### config.mk
export PLATFORM = sky130hd
export DESIGN_NAME = romaji_to_hiragana_stream
export DESIGN_NICKNAME = d
export VERILOG_FILES = /design/src/rtl/core/r2h_pkg.sv /design/src/rtl/core/r2h_decide.sv /design/src/rtl/core/romaji_to_hiragana_stream.sv
export SDC_FILE = /design/constraint.sdc
export NUM_CORES = 1
export LEC_CHECK = 0
export ABC_AREA = 1
export CAP_MARGIN = 10
export CORE_UTILIZATION = 40
export DETAILED_ROUTE_END_ITERATION = 7
export DONT_BUFFER_PORTS = 1
export GPL_ROUTABILITY_DRIVEN = 0
export HOLD_SLACK_MARGIN = 0.15
export RECOVER_POWER = 25
export SLEW_MARGIN = 15
export SYNTH_ARGS = -nofsm -noshare
export SYNTH_HDL_FRONTEND = slang
export SYNTH_SLANG_ARGS = --single-unit
### constraint.sdc
create_clock -name clock -period 3.8 [get_ports clock]
set_input_delay 0.57 -clock clock [delete_from_list [all_inputs] [get_ports clock]]
set_output_delay 0.57 -clock clock [all_outputs]
set_load 0.01 [all_outputs]
### src/rtl/core/r2h_pkg.sv
`default_nettype none
// ----------------------------------------------------------------------------
// r2h_pkg
// Shared types, constants and the romaji key ROM for the hiragana converter.
// ----------------------------------------------------------------------------
package r2h_pkg;

   localparam int MAX_MATCH = 4;
   localparam int CNT_W     = $clog2(MAX_MATCH + 1);
   localparam int IDX_W     = $clog2(MAX_MATCH);

   localparam logic [15:0] KANA_N         = 16'h3093;
   localparam logic [15:0] KANA_SMALL_TSU = 16'h3063;

   localparam logic [1:0] KIND_KANA   = 2'd0;
   localparam logic [1:0] KIND_RAW    = 2'd1;
   localparam logic [1:0] KIND_STATUS = 2'd2;

   localparam logic [7:0] CH_APOS = 8'h27;
   localparam logic [7:0] CH_N    = 8'h6E;
   localparam logic [7:0] CH_Y    = 8'h79;

   typedef logic [7:0] byte_type;

   typedef struct packed {
      logic       n_hit;    // syllabic n applies
      logic       n_two;    // the apostrophe after n is eaten too
      logic       dbl_hit;  // doubled consonant, small tsu
      logic       rom_hit;
      logic [15:0] k0;
      logic [15:0] k1;
   } decide_type;

   function automatic logic is_cons(input byte_type c);
      is_cons = (c >= "a") && (c <= "z") && (c != "a") && (c != "i") && (c != "u")
         && (c != "e") && (c != "o");
   endfunction

   // Key is the length followed by up to four bytes, first byte highest,
   // unused bytes zero. Result is {k0, k1}; zero means no entry.
   function automatic logic [31:0] rom_lookup(input logic [34:0] key);
      logic [31:0] kv;
      kv = 32'h0;
      unique case (key)
         {3'd1,"a",24'h0}: kv = 32'h3042_0000;  {3'd1,"i",24'h0}: kv = 32'h3044_0000;
         {3'd1,"u",24'h0}: kv = 32'h3046_0000;  {3'd1,"e",24'h0}: kv = 32'h3048_0000;
         {3'd1,"o",24'h0}: kv = 32'h304A_0000;  {3'd1,"-",24'h0}: kv = 32'h30FC_0000;
         {3'd2,"ka",16'h0}: kv = 32'h304B_0000; {3'd2,"ki",16'h0}: kv = 32'h304D_0000;
         {3'd2,"ku",16'h0}: kv = 32'h304F_0000; {3'd2,"ke",16'h0}: kv = 32'h3051_0000;
         {3'd2,"ko",16'h0}: kv = 32'h3053_0000; {3'd2,"ga",16'h0}: kv = 32'h304C_0000;
         {3'd2,"gi",16'h0}: kv = 32'h304E_0000; {3'd2,"gu",16'h0}: kv = 32'h3050_0000;
         {3'd2,"ge",16'h0}: kv = 32'h3052_0000; {3'd2,"go",16'h0}: kv = 32'h3054_0000;
         {3'd2,"sa",16'h0}: kv = 32'h3055_0000; {3'd3,"shi",8'h0}: kv = 32'h3057_0000;
         {3'd2,"si",16'h0}: kv = 32'h3057_0000; {3'd2,"su",16'h0}: kv = 32'h3059_0000;
         {3'd2,"se",16'h0}: kv = 32'h305B_0000; {3'd2,"so",16'h0}: kv = 32'h305D_0000;
         {3'd2,"za",16'h0}: kv = 32'h3056_0000; {3'd2,"ji",16'h0}: kv = 32'h3058_0000;
         {3'd2,"zi",16'h0}: kv = 32'h3058_0000; {3'd2,"zu",16'h0}: kv = 32'h305A_0000;
         {3'd2,"ze",16'h0}: kv = 32'h305C_0000; {3'd2,"zo",16'h0}: kv = 32'h305E_0000;
         {3'd2,"ta",16'h0}: kv = 32'h305F_0000; {3'd3,"chi",8'h0}: kv = 32'h3061_0000;
         {3'd2,"ti",16'h0}: kv = 32'h3061_0000; {3'd3,"tsu",8'h0}: kv = 32'h3064_0000;
         {3'd2,"tu",16'h0}: kv = 32'h3064_0000; {3'd2,"te",16'h0}: kv = 32'h3066_0000;
         {3'd2,"to",16'h0}: kv = 32'h3068_0000; {3'd2,"da",16'h0}: kv = 32'h3060_0000;
         {3'd2,"di",16'h0}: kv = 32'h3062_0000; {3'd2,"du",16'h0}: kv = 32'h3065_0000;
         {3'd2,"de",16'h0}: kv = 32'h3067_0000; {3'd2,"do",16'h0}: kv = 32'h3069_0000;
         {3'd2,"na",16'h0}: kv = 32'h306A_0000; {3'd2,"ni",16'h0}: kv = 32'h306B_0000;
         {3'd2,"nu",16'h0}: kv = 32'h306C_0000; {3'd2,"ne",16'h0}: kv = 32'h306D_0000;
         {3'd2,"no",16'h0}: kv = 32'h306E_0000; {3'd2,"ha",16'h0}: kv = 32'h306F_0000;
         {3'd2,"hi",16'h0}: kv = 32'h3072_0000; {3'd2,"fu",16'h0}: kv = 32'h3075_0000;
         {3'd2,"hu",16'h0}: kv = 32'h3075_0000; {3'd2,"he",16'h0}: kv = 32'h3078_0000;
         {3'd2,"ho",16'h0}: kv = 32'h307B_0000; {3'd2,"ba",16'h0}: kv = 32'h3070_0000;
         {3'd2,"bi",16'h0}: kv = 32'h3073_0000; {3'd2,"bu",16'h0}: kv = 32'h3076_0000;
         {3'd2,"be",16'h0}: kv = 32'h3079_0000; {3'd2,"bo",16'h0}: kv = 32'h307C_0000;
         {3'd2,"pa",16'h0}: kv = 32'h3071_0000; {3'd2,"pi",16'h0}: kv = 32'h3074_0000;
         {3'd2,"pu",16'h0}: kv = 32'h3077_0000; {3'd2,"pe",16'h0}: kv = 32'h307A_0000;
         {3'd2,"po",16'h0}: kv = 32'h307D_0000; {3'd2,"ma",16'h0}: kv = 32'h307E_0000;
         {3'd2,"mi",16'h0}: kv = 32'h307F_0000; {3'd2,"mu",16'h0}: kv = 32'h3080_0000;
         {3'd2,"me",16'h0}: kv = 32'h3081_0000; {3'd2,"mo",16'h0}: kv = 32'h3082_0000;
         {3'd2,"ya",16'h0}: kv = 32'h3084_0000; {3'd2,"yu",16'h0}: kv = 32'h3086_0000;
         {3'd2,"yo",16'h0}: kv = 32'h3088_0000; {3'd2,"ra",16'h0}: kv = 32'h3089_0000;
         {3'd2,"ri",16'h0}: kv = 32'h308A_0000; {3'd2,"ru",16'h0}: kv = 32'h308B_0000;
         {3'd2,"re",16'h0}: kv = 32'h308C_0000; {3'd2,"ro",16'h0}: kv = 32'h308D_0000;
         {3'd2,"wa",16'h0}: kv = 32'h308F_0000; {3'd2,"wo",16'h0}: kv = 32'h3092_0000;
         {3'd2,"nn",16'h0}: kv = 32'h3093_0000;
         {3'd3,"kya",8'h0}: kv = 32'h304D_3083; {3'd3,"kyu",8'h0}: kv = 32'h304D_3085;
         {3'd3,"kyo",8'h0}: kv = 32'h304D_3087; {3'd3,"gya",8'h0}: kv = 32'h304E_3083;
         {3'd3,"gyu",8'h0}: kv = 32'h304E_3085; {3'd3,"gyo",8'h0}: kv = 32'h304E_3087;
         {3'd3,"sha",8'h0}: kv = 32'h3057_3083; {3'd3,"shu",8'h0}: kv = 32'h3057_3085;
         {3'd3,"sho",8'h0}: kv = 32'h3057_3087; {3'd3,"sya",8'h0}: kv = 32'h3057_3083;
         {3'd3,"syu",8'h0}: kv = 32'h3057_3085; {3'd3,"syo",8'h0}: kv = 32'h3057_3087;
         {3'd2,"ja",16'h0}: kv = 32'h3058_3083; {3'd2,"ju",16'h0}: kv = 32'h3058_3085;
         {3'd2,"jo",16'h0}: kv = 32'h3058_3087; {3'd3,"jya",8'h0}: kv = 32'h3058_3083;
         {3'd3,"jyu",8'h0}: kv = 32'h3058_3085; {3'd3,"jyo",8'h0}: kv = 32'h3058_3087;
         {3'd3,"cha",8'h0}: kv = 32'h3061_3083; {3'd3,"chu",8'h0}: kv = 32'h3061_3085;
         {3'd3,"cho",8'h0}: kv = 32'h3061_3087; {3'd3,"cya",8'h0}: kv = 32'h3061_3083;
         {3'd3,"cyu",8'h0}: kv = 32'h3061_3085; {3'd3,"cyo",8'h0}: kv = 32'h3061_3087;
         {3'd3,"tya",8'h0}: kv = 32'h3061_3083; {3'd3,"tyu",8'h0}: kv = 32'h3061_3085;
         {3'd3,"tyo",8'h0}: kv = 32'h3061_3087; {3'd3,"nya",8'h0}: kv = 32'h306B_3083;
         {3'd3,"nyu",8'h0}: kv = 32'h306B_3085; {3'd3,"nyo",8'h0}: kv = 32'h306B_3087;
         {3'd3,"hya",8'h0}: kv = 32'h3072_3083; {3'd3,"hyu",8'h0}: kv = 32'h3072_3085;
         {3'd3,"hyo",8'h0}: kv = 32'h3072_3087; {3'd3,"bya",8'h0}: kv = 32'h3073_3083;
         {3'd3,"byu",8'h0}: kv = 32'h3073_3085; {3'd3,"byo",8'h0}: kv = 32'h3073_3087;
         {3'd3,"pya",8'h0}: kv = 32'h3074_3083; {3'd3,"pyu",8'h0}: kv = 32'h3074_3085;
         {3'd3,"pyo",8'h0}: kv = 32'h3074_3087; {3'd3,"mya",8'h0}: kv = 32'h307F_3083;
         {3'd3,"myu",8'h0}: kv = 32'h307F_3085; {3'd3,"myo",8'h0}: kv = 32'h307F_3087;
         {3'd3,"rya",8'h0}: kv = 32'h308A_3083; {3'd3,"ryu",8'h0}: kv = 32'h308A_3085;
         {3'd3,"ryo",8'h0}: kv = 32'h308A_3087;
         {3'd2,"fa",16'h0}: kv = 32'h3075_3041; {3'd2,"fi",16'h0}: kv = 32'h3075_3043;
         {3'd2,"fe",16'h0}: kv = 32'h3075_3047; {3'd2,"fo",16'h0}: kv = 32'h3075_3049;
         {3'd2,"va",16'h0}: kv = 32'h3094_3041; {3'd2,"vi",16'h0}: kv = 32'h3094_3043;
         {3'd2,"vu",16'h0}: kv = 32'h3094_0000; {3'd2,"ve",16'h0}: kv = 32'h3094_3047;
         {3'd2,"vo",16'h0}: kv = 32'h3094_3049;
         {3'd2,"wi",16'h0}: kv = 32'h3046_3043; {3'd2,"we",16'h0}: kv = 32'h3046_3047;
         {3'd3,"she",8'h0}: kv = 32'h3057_3047; {3'd2,"je",16'h0}: kv = 32'h3058_3047;
         {3'd3,"che",8'h0}: kv = 32'h3061_3047;
         {3'd3,"tsa",8'h0}: kv = 32'h3064_3041; {3'd3,"tsi",8'h0}: kv = 32'h3064_3043;
         {3'd3,"tse",8'h0}: kv = 32'h3064_3047; {3'd3,"tso",8'h0}: kv = 32'h3064_3049;
         {3'd3,"thi",8'h0}: kv = 32'h3066_3043; {3'd3,"dhi",8'h0}: kv = 32'h3067_3043;
         {3'd3,"twu",8'h0}: kv = 32'h3068_3045; {3'd3,"dwu",8'h0}: kv = 32'h3069_3045;
         {3'd3,"kwa",8'h0}: kv = 32'h304F_3041; {3'd3,"gwa",8'h0}: kv = 32'h3050_3041;
         {3'd2,"xa",16'h0}: kv = 32'h3041_0000; {3'd2,"xi",16'h0}: kv = 32'h3043_0000;
         {3'd2,"xu",16'h0}: kv = 32'h3045_0000; {3'd2,"xe",16'h0}: kv = 32'h3047_0000;
         {3'd2,"xo",16'h0}: kv = 32'h3049_0000; {3'd2,"la",16'h0}: kv = 32'h3041_0000;
         {3'd2,"li",16'h0}: kv = 32'h3043_0000; {3'd2,"lu",16'h0}: kv = 32'h3045_0000;
         {3'd2,"le",16'h0}: kv = 32'h3047_0000; {3'd2,"lo",16'h0}: kv = 32'h3049_0000;
         {3'd3,"xya",8'h0}: kv = 32'h3083_0000; {3'd3,"xyu",8'h0}: kv = 32'h3085_0000;
         {3'd3,"xyo",8'h0}: kv = 32'h3087_0000; {3'd3,"lya",8'h0}: kv = 32'h3083_0000;
         {3'd3,"lyu",8'h0}: kv = 32'h3085_0000; {3'd3,"lyo",8'h0}: kv = 32'h3087_0000;
         {3'd4,"xtsu"}: kv = 32'h3063_0000;     {3'd4,"ltsu"}: kv = 32'h3063_0000;
         {3'd3,"xwa",8'h0}: kv = 32'h308E_0000;
         default: kv = 32'h0;
      endcase
      rom_lookup = kv;
   endfunction

endpackage
`default_nettype wire

### src/rtl/core/r2h_decide.sv
`default_nettype none
// ----------------------------------------------------------------------------
// r2h_decide
// Rule checks on the buffer head and one ROM probe at the length asked for.
// ----------------------------------------------------------------------------
module r2h_decide
   import r2h_pkg::*;
(
   input  var byte_type           buf_b0,
   input  var byte_type           buf_b1,
   input  var byte_type           buf_b2,
   input  var byte_type           buf_b3,
   input  var logic [CNT_W-1:0]   count,
   input  var logic [CNT_W-1:0]   probe_len,
   output decide_type             result
);

   logic [31:0] kv;
   logic [34:0] key;

   always_comb begin
      key = {probe_len, buf_b0,
             (probe_len >= 3'd2) ? buf_b1 : 8'h00,
             (probe_len >= 3'd3) ? buf_b2 : 8'h00,
             (probe_len >= 3'd4) ? buf_b3 : 8'h00};
      kv = rom_lookup(key);
   end

   always_comb begin
      result.n_hit = (buf_b0 == CH_N) && ((count == 3'd1) || (buf_b1 == CH_APOS)
         || (buf_b1 == CH_N) || (is_cons(buf_b1) && (buf_b1 != CH_Y)));
      result.n_two   = (count != 3'd1) && (buf_b1 == CH_APOS);
      result.dbl_hit = (count >= 3'd2) && (buf_b0 == buf_b1) && is_cons(buf_b0)
         && (buf_b0 != CH_N);
      result.rom_hit = (kv[31:16] != 16'h0);
      result.k0      = kv[31:16];
      result.k1      = kv[15:0];
   end

endmodule
`default_nettype wire

### src/rtl/core/romaji_to_hiragana_stream.sv
`default_nettype none
// ----------------------------------------------------------------------------
// romaji_to_hiragana_stream
// Romaji byte stream in, hiragana codepoints, raw bytes and status out.
// ----------------------------------------------------------------------------
// Sequence: a byte that gives no result is only buffered. A decision runs the
// rule check in S_RULE, then one ROM probe per key length tried in S_ROM
// (longest first, the hit emits the first kana), S_KANA2 for a second kana and
// S_DUMP per raw byte; each step waits while a result is held and not taken.
// Throughput: one byte at a time; req_tready is low until its results are out.
// Reset (synchronous) clears the sequencer, buffer count and string flags.
// ----------------------------------------------------------------------------
module romaji_to_hiragana_stream
   import r2h_pkg::*;
(
   input  var logic        clock,
   input  var logic        reset,
   input  var logic        req_tvalid,
   output logic            req_tready,
   input  var logic [7:0]  req_tdata,   // [7:0] char_in
   input  var logic        req_tlast,   // end_of_text
   output logic            rsp_tvalid,
   input  var logic        rsp_tready,
   output logic [23:0]     rsp_tdata,   // [15:0] code, [16] complete, rest zero
   output logic [1:0]      rsp_tuser,   // [1:0] kind
   output logic            rsp_tlast    // last_of_run
);

   typedef enum logic [6:0] {
      S_IDLE   = 7'b0000001,
      S_RAW    = 7'b0000010,
      S_RULE   = 7'b0000100,
      S_ROM    = 7'b0001000,
      S_KANA2  = 7'b0010000,
      S_DUMP   = 7'b0100000,
      S_STATUS = 7'b1000000
   } state_type;

   state_type          state_ff, state_in;
   byte_type           buf_ff [MAX_MATCH], buf_in [MAX_MATCH];
   logic [CNT_W-1:0]   cnt_ff, cnt_in, len_ff, len_in;
   logic [IDX_W-1:0]   idx_ff, idx_in;
   logic               pend_ff, pend_in, seen_ff, seen_in, eot_ff, eot_in;
   byte_type           ch_ff, ch_in;
   logic [15:0]        k1_ff, k1_in;
   logic               ov_ff, ov_in;
   logic [1:0]         okind_ff, okind_in;
   logic [15:0]        ocode_ff, ocode_in;
   logic               ocmp_ff, ocmp_in, olast_ff, olast_in;

   decide_type         dec;
   byte_type           lc;
   logic               out_free;
   logic [CNT_W-1:0]   used, left, wr_pos;

   r2h_decide u_decide (
      .buf_b0    (buf_ff[0]),
      .buf_b1    (buf_ff[1]),
      .buf_b2    (buf_ff[2]),
      .buf_b3    (buf_ff[3]),
      .count     (cnt_ff),
      .probe_len (len_ff),
      .result    (dec)
   );

   assign out_free   = !ov_ff || rsp_tready;
   assign req_tready = (state_ff == S_IDLE) && out_free;
   assign lc = ((req_tdata >= "A") && (req_tdata <= "Z")) ? (req_tdata + 8'd32) : req_tdata;
   assign wr_pos = (cnt_ff >= CNT_W'(MAX_MATCH)) ? CNT_W'(MAX_MATCH - 1) : cnt_ff;

   always_comb begin
      state_in = state_ff;
      buf_in   = buf_ff;
      cnt_in   = cnt_ff;
      len_in   = len_ff;
      idx_in   = idx_ff;
      pend_in  = pend_ff;
      seen_in  = seen_ff;
      eot_in   = eot_ff;
      ch_in    = ch_ff;
      k1_in    = k1_ff;
      ov_in    = ov_ff && !rsp_tready;
      okind_in = okind_ff;
      ocode_in = ocode_ff;
      ocmp_in  = ocmp_ff;
      olast_in = olast_ff;
      used     = '0;
      left     = cnt_ff;

      unique case (state_ff)
         S_IDLE: begin
            if (req_tvalid && req_tready) begin
               eot_in = req_tlast;
               ch_in  = lc;
               if (pend_ff) begin
                  state_in = S_RAW;
               end else begin
                  buf_in[wr_pos[IDX_W-1:0]] = lc;
                  cnt_in = wr_pos + 3'd1;
                  if (req_tlast || (wr_pos + 3'd1 == CNT_W'(MAX_MATCH))) begin
                     state_in = S_RULE;
                  end
               end
            end
         end
         S_RAW: begin
            if (out_free) begin
               ov_in    = 1'b1;
               okind_in = KIND_RAW;
               ocode_in = {8'h00, ch_ff};
               ocmp_in  = 1'b0;
               olast_in = !eot_ff;
               state_in = eot_ff ? S_STATUS : S_IDLE;
            end
         end
         S_RULE: begin
            if (out_free) begin
               if (dec.n_hit || dec.dbl_hit) begin
                  used     = (dec.n_hit && dec.n_two) ? 3'd2 : 3'd1;
                  ov_in    = 1'b1;
                  okind_in = KIND_KANA;
                  ocode_in = dec.n_hit ? KANA_N : KANA_SMALL_TSU;
                  ocmp_in  = 1'b0;
                  olast_in = !eot_ff;
                  seen_in  = 1'b1;
               end else begin
                  len_in   = cnt_ff;
                  state_in = S_ROM;
               end
            end
         end
         S_ROM: begin
            if (out_free) begin
               if (dec.rom_hit) begin
                  used     = len_ff;
                  ov_in    = 1'b1;
                  okind_in = KIND_KANA;
                  ocode_in = dec.k0;
                  ocmp_in  = 1'b0;
                  olast_in = !eot_ff && (dec.k1 == 16'h0);
                  seen_in  = 1'b1;
                  k1_in    = dec.k1;
               end else if (len_ff == 3'd1) begin
                  pend_in  = 1'b1;
                  idx_in   = '0;
                  state_in = S_DUMP;
               end else begin
                  len_in = len_ff - 3'd1;
               end
            end
         end
         S_KANA2: begin
            if (out_free) begin
               ov_in    = 1'b1;
               okind_in = KIND_KANA;
               ocode_in = k1_ff;
               ocmp_in  = 1'b0;
               olast_in = !eot_ff;
               if (!eot_ff) begin
                  state_in = S_IDLE;
               end else begin
                  state_in = (cnt_ff != '0) ? S_RULE : S_STATUS;
               end
            end
         end
         S_DUMP: begin
            if (out_free) begin
               ov_in    = 1'b1;
               okind_in = KIND_RAW;
               ocode_in = {8'h00, buf_ff[idx_ff]};
               ocmp_in  = 1'b0;
               olast_in = 1'b0;
               idx_in   = idx_ff + 1'b1;
               if ({1'b0, idx_ff} == cnt_ff - 3'd1) begin
                  olast_in = !eot_ff;
                  cnt_in   = '0;
                  state_in = eot_ff ? S_STATUS : S_IDLE;
               end
            end
         end
         S_STATUS: begin
            if (out_free) begin
               ov_in    = 1'b1;
               okind_in = KIND_STATUS;
               ocode_in = 16'h0;
               ocmp_in  = seen_ff && !pend_ff;
               olast_in = 1'b1;
               cnt_in   = '0;
               pend_in  = 1'b0;
               seen_in  = 1'b0;
               state_in = S_IDLE;
            end
         end
         default: begin
            state_in = S_IDLE;
         end
      endcase

      // A decision that consumed bytes shifts the buffer down.
      if (used != '0) begin
         left = cnt_ff - used;
         for (int i = 0; i < MAX_MATCH; i++) begin
            if (i + int'(used) < MAX_MATCH) begin
               buf_in[i] = buf_ff[i + int'(used)];
            end
         end
         cnt_in = left;
         if (state_ff == S_ROM && dec.k1 != 16'h0) begin
            state_in = S_KANA2;
         end else if (!eot_ff) begin
            state_in = S_IDLE;
         end else begin
            state_in = (left != '0) ? S_RULE : S_STATUS;
         end
      end
   end

   always_ff @(posedge clock) begin
      if (reset) begin
         state_ff <= S_IDLE;
         cnt_ff   <= '0;
         pend_ff  <= 1'b0;
         seen_ff  <= 1'b0;
         ov_ff    <= 1'b0;
      end else begin
         state_ff <= state_in;
         cnt_ff   <= cnt_in;
         pend_ff  <= pend_in;
         seen_ff  <= seen_in;
         ov_ff    <= ov_in;
      end
   end

   always_ff @(posedge clock) begin
      buf_ff   <= buf_in;
      len_ff   <= len_in;
      idx_ff   <= idx_in;
      eot_ff   <= eot_in;
      ch_ff    <= ch_in;
      k1_ff    <= k1_in;
      okind_ff <= okind_in;
      ocode_ff <= ocode_in;
      ocmp_ff  <= ocmp_in;
      olast_ff <= olast_in;
   end

   assign rsp_tvalid = ov_ff;
   assign rsp_tdata  = {7'h00, ocmp_ff, ocode_ff};
   assign rsp_tuser  = okind_ff;
   assign rsp_tlast  = olast_ff;

endmodule
`default_nettype wire

# Word-level counts from Yosys, hierarchy flattened
# Cells that the tools add are included.
# Widths: inputs -> output; s select.
# classes
reduce_logical	91
n_eq_ne	221
bitwise_logic	6
n_mul	0
n_mux	126
magnitude_cmp	22
n_shift	0
addsub	9
div	0
# op_table
op	n
$eq 35x34->1 const B	157
$pmux 30 s139	1
$eq 35x33->1 const B	6
$mux 8	20
$mux 7	20
$ge 32x3->1 const B	4
$mux 16	8
$mux 32	4
$lt 32x4->1 const B	3
$ne 8x7->1 const B	12
$not 4->32	3
$pmux 16 s6	1
$bmux 8 s2	5
$eq 35x35->1 const B	2
$pmux 7 s7	1
$reduce_or 2->1	22
$mux 3	14
$bwmux 32	1
$not 3->32	1
$reduce_bool 16->1	2
$ne 3x3->1 const B	10
$mux 2	14
$logic_and 1x1->1	27
$mux 1	26
59 further kinds	111
# word_totals
ff_bits	95
wordCells	493
mem_bits_ro	0
latchBits	0
memories	0
ram_bits	0
input_bits	13
out_inout_bits	29

# Depth between registers and ports, before layout
# Gate-level depths: netlist (run 1).
# logic_depth
ltp_word	22
ltp_mapped	33
mapped_depth_nobuf	29

# Hierarchy
# From an unflattened synthesis (run 1), not the netlist that was laid out.
# unflattened
cells_unflattened	1642
area_unflattened_um2	9948.3
# by_module_without_submodules
module	seq_area_each_um2	n_inst	cells_each	area_per_inst_um2
romaji_to_hiragana_stream	2402.3	1	842	5903.2
r2h_decide	0.0	1	800	4045.1

# Worst setup path after synthesis (run 1)
# No wires, ideal clock.
# synth_timing
path_kind	reg2reg
startpoint	register len_ff[1]
endpoint	register state_ff[6]
synth_period_minus_slack_ns	4.218
t_arrival_ns	4.148
stages_incl_launch_ff	30
setup_slack_ns	-0.418
setup_ns	0.070
path_buffers	2
path_cell_list	edfxtp_1 -> ha_1 -> nor2_1 -> nand2_1 -> o21ai_1 -> nand3_1 -> nor2_2 -> nand2_1 -> and2_1 -> nand3_1 -> nor2_1 -> nand2_1 -> nor2_1 -> nand3_2 -> nand4_1 -> nand2_2 -> buf_2 -> inv_1 -> ha_1 -> ha_1 -> buf_2 -> nand3_1 -> o31ai_1 -> a21oi_1 -> nand4_1 -> nand2_1 -> nand2_1 -> inv_1 -> nand2_1 -> a21oi_1
# synth_between
elab_chain_cells	15
elab_cells_between_ends	222
classes_between	add/sub: 1; order compare: 3; eq/ne: 178; mux: 11; reduce/logical: 29
# synth_rtl
item	line_no	text
start: declaration	romaji_to_hiragana_stream.sv:41	logic [CNT_W-1:0] cnt_ff, cnt_in, len_ff, len_in;
start signal: assignment	romaji_to_hiragana_stream.sv:236	len_ff <= len_in;
$ge 3x3->1 (tied with other cells)	r2h_decide.sv:25	(probe_len >= 3'd4) ? buf_b3 : 8'h00};
$mux 8 (on tied branches)	r2h_decide.sv:25, r2h_decide.sv:23, r2h_decide.sv:24	
$eq 35x34->1 or $eq 35x35->1 (tied branches)	r2h_pkg.sv:44	unique case (key)
$reduce_or 3->1 (no source line) or $reduce_or 2->1 (tied branches)	n/a	
$pmux 30 s139	r2h_pkg.sv:44	
$reduce_bool 16->1	r2h_decide.sv:35	result.rom_hit = (kv[31:16] != 16'h0);
$mux 3	romaji_to_hiragana_stream.sv:134	if (dec.rom_hit) begin
$mux 3	romaji_to_hiragana_stream.sv:133	if (out_free) begin
$pmux 3 s2	romaji_to_hiragana_stream.sv:90	unique case (state_ff)
$sub 3x3->3	romaji_to_hiragana_stream.sv:201	left = cnt_ff - used;
$reduce_bool 3->1	romaji_to_hiragana_stream.sv:213	state_in = (left != '0) ? S_RULE : S_STATUS;
$mux 7	romaji_to_hiragana_stream.sv:213	
$mux 7	romaji_to_hiragana_stream.sv:210	end else if (!eot_ff) begin
$mux 7	romaji_to_hiragana_stream.sv:208	if (state_ff == S_ROM && dec.k1 != 16'h0) begin
$mux 7	romaji_to_hiragana_stream.sv:200	if (used != '0) begin
end signal: assignment	romaji_to_hiragana_stream.sv:226	state_ff <= state_in;
end: declaration	romaji_to_hiragana_stream.sv:39	state_type state_ff, state_in;
# Parallel ways exist; a longest one is shown, timed or not.
# A chain may end at the register's enable or synchronous reset.

# Final worst setup path (run 1)
# layout_timing
startpoint	register len_ff[2]
endpoint	register state_ff[6]
# The elaborated chain is that of the path after synthesis.

==> impl_metrics.tcl, run 1 <==
set metrics [dict create \
    status "finished, violations left" \
    violations "DRC, setup timing" \
    fin_crit_sh_pct 105 \
    cp-end-kind "flop" \
    drtPass1Iterations 8 \
    vias 13845 \
    netlist_area_um2 9420 \
    clk_latency_ns 0.35 \
    p_leak_nw 6.90 \
    p_per_area_nw_per_um2 443 \
    synth_area_per_cell_um2 5.66 \
    min-delay-start "reset" \
    grt_pass1_vias 12260 \
    grt_pass1_wl_mm 70.4 \
    synth_warnings 0 \
    rsz0062_at_grt "true" \
    holdBufCountCts 0 \
    rows 55 \
    finalClockSkew_ns 0.0119 \
    synth_cell_type_count 59 \
    cts_num_sinks 78 \
    synthAdderAreaFrac_pct 2.74 \
    die_area_um2 24200 \
    yosysMostFrequentCell "nand2_1" \
    cts-root-buf "clkbuf_16" \
    start_util_pct 41.2 \
    wl_mm 47.5 \
    slew_headroom_pct 38.6 \
    muxShareOfSynthArea_pct 0.120 \
    setup_viol 39 \
    synth_top_area_cell "nand2_1" \
    clock_path_buffers 2 \
    max_freq_ghz 0.251 \
    die_h_um 155 \
    io_buffers 0 \
    core-area_um2 22800 \
    io_pins 42 \
    finalPower_mw 6.15 \
    critPathLaunchType "flop" \
    via_per_inst 5.97 \
    synth_top_family_by_area "simple AND/OR/NAND/NOR gates" \
    antenna_found_initial 2 \
    regToRegSetupSlack_ns -0.18 \
    rr_endpoint "state_ff[6]" \
    syn_inst 1664 \
    yosys-top-cells-count "461 x nand2_1, 234 x nor2_1, 203 x nand3_1, 179 x inv_1, 98 x o21ai_0" \
    syn_to_final_growth_pct 47.5 \
    yosysTopAreaCellShare_pct 18.4 \
    hold_viol 0 \
    track_usage_pct 38.2 \
    nNetsFinal 2035 \
    criticalPathCategory "flop to flop" \
    ir_drop_uv 511 \
    critical_path.max_fanout 5 \
    fp.dieW_um 155 \
    drv_slew 0 \
    dpl.hpwl_mm 36.6 \
    hold_class "input pin to flop" \
    fin_area_um2 13900 \
    synth-xor-area-share_pct 0.372 \
    path_clk_slew_ns 0.07 \
    cts_made_buffers 9 \
    synthArstFlopShare_pct 0 \
    timing.rr.start "len_ff[2]" \
    place_area_um2 12200 \
    finalCriticalPeriod_ns 3.98 \
    drc 51 \
    tritoncts "yes" \
    grt_overflow 0 \
    ys_ff_latch 78 \
    whs_ns 0.284 \
    grt_max_degree 28 \
    dr.first_iter.drc_count 2084 \
    fillCellCount 2120 \
    critPathRequiredTime_ns 4.08 \
    reg2regPathDepth 25 \
    ant_nets 0 \
    yosys-top-cells-area "nand2_1 18%, nand3_1 11%, edfxtp_1 11%" \
    whs_endpoint "cnt_ff[2]" \
    synth-seq-area-share_pct 20.1 \
    synthFlopType "dfxtp_1" \
    worst_slew_pin_slew_ns 0.910 \
    synth_edf_count 33 \
    synth_compound_area_share_pct 15.4 \
    cp_data_arrival_time_ns 4.26 \
    postLayoutSetupSlackWorst_ns -0.178 \
    antennaDiodeCount 0 \
    maxCapViolCount 0 \
    yosys.area_share.simple_pct 49.2 \
    min_delay_path_depth 1 \
    wire_per_inst_um 20.5 \
    drive_gt1_share_pct 32.2 \
    htree_levels 3 \
]
how the worst max path moves through the flow:
| stage | startpoint | endpoint | slack [ns] | cells past startpoint |
|---|---|---|---|---|
| 2_1_floorplan | len_ff[1] | state_ff[6] | -0.05 | 32 |
| 5_1_grt | len_ff[2] | state_ff[5] | -0.36 | 30 |
| 3_3_place_gp | len_ff[1] | state_ff[6] | -0.21 | 28 |
| 4_1_cts | len_ff[1] | cnt_ff[1] | 0.002 | 28 |
| 6_report | len_ff[2] | state_ff[6] | -0.18 | 25 |
| 3_5_place_dp | len_ff[2] | state_ff[6] | -0.32 | 30 |
sequential cells by signal, summed over array words and instances, names as in the netlist:
| name | count |
|---|---|
| eot_ff | 1 |
| ch_ff | 8 |
| buf_ff | 32 |
| rsp_tvalid | 1 |
| rsp_tuser | 2 |
| ocmp_ff | 1 |
| state_ff | 7 |
| pend_ff | 1 |
| seen_ff | 1 |
| idx_ff | 2 |
| rsp_tlast | 1 |
| cnt_ff | 3 |
| k1_ff | 6 |
| ocode_ff | 9 |
| len_ff | 3 |
placed cells by master (no fill, tap or decap), types with 30 or more instances in the layout:
cell      count
a21oi_1      50
buf_4       344
dfxtp_1      40
edfxtp_1     33
inv_1       166
nand2_1     403
nand2_2      48
nand3_1     174
nand4_1      50
nor2_1      185
nor2_2       35
nor2_4       30
o21ai_0      88
worst max-delay path, stage by stage (launching register included):
cell and delay [ns]:
edfxtp_1 0.52, buf_6 0.18, nor2_4 0.09, nand2_4 0.09, buf_8 0.15, nand3_2 0.13, nor2_2 0.08, nand3_4 0.11
nand2_2 0.09, o21ai_1 0.14, nand2_1 0.10, a21oi_1 0.24, o21ai_2 0.12, nor2_4 0.16, nand3_4 0.11, nand4_1 0.12
nand2_2 0.09, buf_4 0.15, ha_2 0.17, fa_2 0.54, nand2_1 0.06, nor2_2 0.12, nand3_1 0.10, o21ai_2 0.07
nand2_2 0.06, a21oi_2 0.10
routing by layer:
| layer | up-vias | routed length [um] | GRT usage [%] |
|---|---|---|---|
| met2 | 1145 | 19100 | 55.6 |
| met4 | 0 | 3550 | 20.7 |
| met3 | 308 | 6970 | 12.1 |
| met1 | 6158 | 17900 | 49.9 |
| li1 | 6234 | - | - |
| met5 | - | 0 | 0 |
report_power, final:
group	total, mW	switching, mW	internal, mW
combinational	3.70	2.26	1.44
sequential	1.47	0.306	1.17
clock	0.980	0.401	0.578
area by class of cell:
| cell class | instances | area [um2] | area share, % |
|---|---|---|---|
| multi-input cells | 1336 | 7410 | 53.4 |
| repair buffers | 379 | 3090 | 22.2 |
| flip-flops and latches | 78 | 1900 | 13.7 |
| inverters | 198 | 776 | 5.59 |
| well taps | 313 | 392 | 2.82 |
| clock buffers | 9 | 225 | 1.62 |
| clock inverters | 7 | 95.1 | 0.685 |
through the flow:
| stage | worst slack [ns] | setup TNS, ns | instances | util, % |
|---|---|---|---|---|
| floorplan | -0.0523 | -0.127 | 1676 | - |
| global placement | -0.214 | -2.95 | 2256 | 53.4 |
| detailed placement | -0.318 | -5.71 | 2256 | 53.4 |
| CTS | 0.00186 | 0 | 2284 | 56.1 |
| global route | -0.356 | -9.54 | 2320 | 60.8 |
| finish | -0.178 | -3.14 | 2320 | 60.8 |
what timing repair did:
action | 4_1_cts | 5_1_grt
endpoints found under the setup margin | 42 | 56
resized for setup | 53 | 215
buffers inserted | 10 | 35
gates cloned | 2 | 3
pin swaps | 18 | 79
cells by family after synthesis:
group | Yosys count
AO/OA/AOI/OAI | 250
XOR/XNOR | 4
adder cells (fa/ha/maj) | 20
buffers and inverters | 263
flip-flops | 78
multiplexers | 1
other | 2
AND/OR/NAND/NOR | 1046
Note: power is estimated with default switching activity, not from simulation.
==> inputs of run 2 (changes only) <==
Settings changed: SETUP_SLACK_MARGIN set to 0.5, SYNTH_HIERARCHICAL set to 1.
==> impl_metrics.tcl, run 2 <==
set metrics [dict create \
    ys_ff_latch 95 \
    fin_area_um2 14600 \
    drc 0 \
    cp_slowest_cell "dfxtp_1" \
    rsz0062_at_grt "true" \
    yosysTopAreaCellShare_pct 19.4 \
    fp.dieW_um 160 \
    hold_viol 0 \
    path_common_cell "nand2_2" \
    synth_edf_count 50 \
    synthFlopType "edfxtp_1" \
    synth_warnings 6 \
    violations "setup timing" \
    grt_max_degree 39 \
    antennaDiodeCount 0 \
    final_common_cell "nand2_1" \
    biggestRegsByFlops "buf_ff (32), k1_ff (16), ocode_ff (16)" \
    syn_to_final_growth_pct 46.3 \
    drive_gt1_share_pct 35.0 \
    ant_nets 0 \
    worst_slew_pin_slew_ns 0.784 \
    clk_latency_ns 0.37 \
    start_util_pct 40.8 \
    synth_area_per_cell_um2 6.06 \
    yosys-top-cells-area "nand2_1 19%, edfxtp_1 15%, dfxtp_1 9.1%" \
    whs_ns 0.253 \
    yosysMostFrequentCell "nand2_1" \
    critPathRequiredTime_ns 4.04 \
    setup_tns_ns -6.17 \
    wire_per_inst_um 20.0 \
    grt_pass1_vias 12314 \
    critPathLaunchType "flop" \
    path_clk_slew_ns 0.09 \
    core-area_um2 24400 \
    hold_class "input pin to flop" \
    dr.first_iter.drc_count 1873 \
    finalClockSkew_ns 0.0226 \
    maxCapViolCount 0 \
    synth_top_area_cell "nand2_1" \
    holdBufCountCts 0 \
    drv_slew 0 \
    largest_reg_flops 32 \
    cp-end-kind "flop" \
    postLayoutSetupSlackWorst_ns -0.271 \
    htree_levels 3 \
    muxShareOfSynthArea_pct 0.201 \
    cts-root-buf "clkbuf_16" \
    rows 57 \
    via_per_inst 5.74 \
    tritoncts "yes" \
    nNetsFinal 2032 \
    io_buffers 0 \
    syn_inst 1642 \
    antenna_found_initial 0 \
    slowest_delay_ns 0.44 \
    place_area_um2 12500 \
    final_cell_mix "473 x nand2_1, 327 x buf_4, 183 x nor2_1, 150 x inv_1, 96 x nand3_1" \
    die_area_um2 25500 \
    wl_mm 46.6 \
    cp_data_arrival_time_ns 4.31 \
    critical_path.max_fanout 7 \
    yosys.area_share.simple_pct 48.7 \
    synth-seq-area-share_pct 24.1 \
    fin_crit_sh_pct 107 \
    grt_overflow 0 \
    synthAdderAreaFrac_pct 2.09 \
    synth_cell_type_count 67 \
    fillCellCount 2220 \
    slew_headroom_pct 47.8 \
    drtPass1Iterations 8 \
    ir_drop_uv 415 \
    vias 13395 \
    p_per_area_nw_per_um2 454 \
    track_usage_pct 35.3 \
    cts_num_sinks 95 \
    cts_made_buffers 9 \
    largest-register "buf_ff" \
    p_leak_nw 7.36 \
    netlist_area_um2 9950 \
    synth_compound_area_share_pct 13.0 \
    status "finished, violations left" \
    die_h_um 160 \
    synth_top_family_by_area "simple AND/OR/NAND/NOR gates" \
    yosys-top-cells-count "514 x nand2_1, 213 x nor2_1, 159 x inv_1, 125 x nand3_1, 94 x o21ai_0" \
    io_pins 42 \
    synthArstFlopShare_pct 0 \
    fin_util_pct 59.7 \
    criticalPathCategory "flop to flop" \
    synth-xor-area-share_pct 0.528 \
    grt_pass1_wl_mm 69.6 \
    setup_viol 36 \
    max_freq_ghz 0.246 \
    clock_path_buffers 2 \
    dpl.hpwl_mm 33.5 \
    finalCriticalPeriod_ns 4.07 \
]
run 2: cell types whose count changed after synthesis, moves of 15 or more:
cell      before  now
edfxtp_1      33   50
inv_1        179  159
nand2_1      461  514
nand2_2        6   28
nand3_1      203  125
nor2_1       234  213
o21ai_1       24    9
run 2: final cells by class:
type | count | area (um2) | share of cell area, %
multi-input cells | 1313 | 7380 | 50.7
repair buffers | 391 | 3280 | 22.6
flip-flops and latches | 95 | 2410 | 16.6
inverters | 192 | 764 | 5.25
well taps | 324 | 405 | 2.78
clock buffers | 9 | 225 | 1.55
clock inverters | 7 | 80.1 | 0.550
repair inverters | 1 | 7.51 | 0.0516
run 2: per-stage QoR:
stage	power [mW]	instances	setup slack, ns
global route	6.98	2332	-0.470
floorplan	3.66	1661	-0.189
finish	6.60	2332	-0.271
CTS	6.35	2303	-0.00744
global placement	5.14	2216	-0.176
detailed placement	5.17	2216	-0.272
run 2: report_power, final:
part / switching [mW] / leakage, nW / internal [mW]
Combinational: 2.34 / 6.36 / 1.53
Sequential: 0.321 / 0.856 / 1.44
Clock: 0.457 / 0.148 / 0.520
Total: 3.12 / 7.36 / 3.49
run 2: path summary, 6_finish.rpt:
check	from	endpoint	slack (ns)	depth (start not counted)
min reg2reg	seen_ff	seen_ff	0.48	2
max reg2reg	buf_ff[29]	buf_ff[11]	-0.27	29
min	reset	state_ff[1]	0.25	1
max	buf_ff[29]	buf_ff[11]	-0.27	29
run 2: cell families (layout without fill, tap and decap cells):
group	Yosys count	in the layout
AOI/OAI and AO/OA	219	219
xor gates and xnor gates	6	6
adders and majority gates	16	16
buffers and inverters	255	600
DFF	95	95
muxes	2	2
other	2	21
and+or+nand+nor	1047	1049
run 2: what timing repair did:
item / in CTS / in global routing
pin swaps: 68 / 74
cloned: 5 / 1
endpoints found under the setup margin: 62 / 89
buffers inserted: 66 / 28
resized for setup: 141 / 122
run 2: metal layers:
metal	wire length, um	GRT usage, %	up-vias
met5	0	0	-
li1	-	-	6081
met4	3420	20.7	0
met3	5220	7.79	280
met1	17900	45.4	6037
met2	20000	54.1	997
run 2: worst max-delay path: cells and delay by family (launching register included):
| family | cells | cell delay (ns) |
|---|---|---|
| AOI/OAI and AO/OA | 2 | 0.24 |
| adders and majority gates | 2 | 0.37 |
| buffers and inverters | 7 | 0.82 |
| DFF | 1 | 0.44 |
| and+or+nand+nor | 18 | 2.06 |
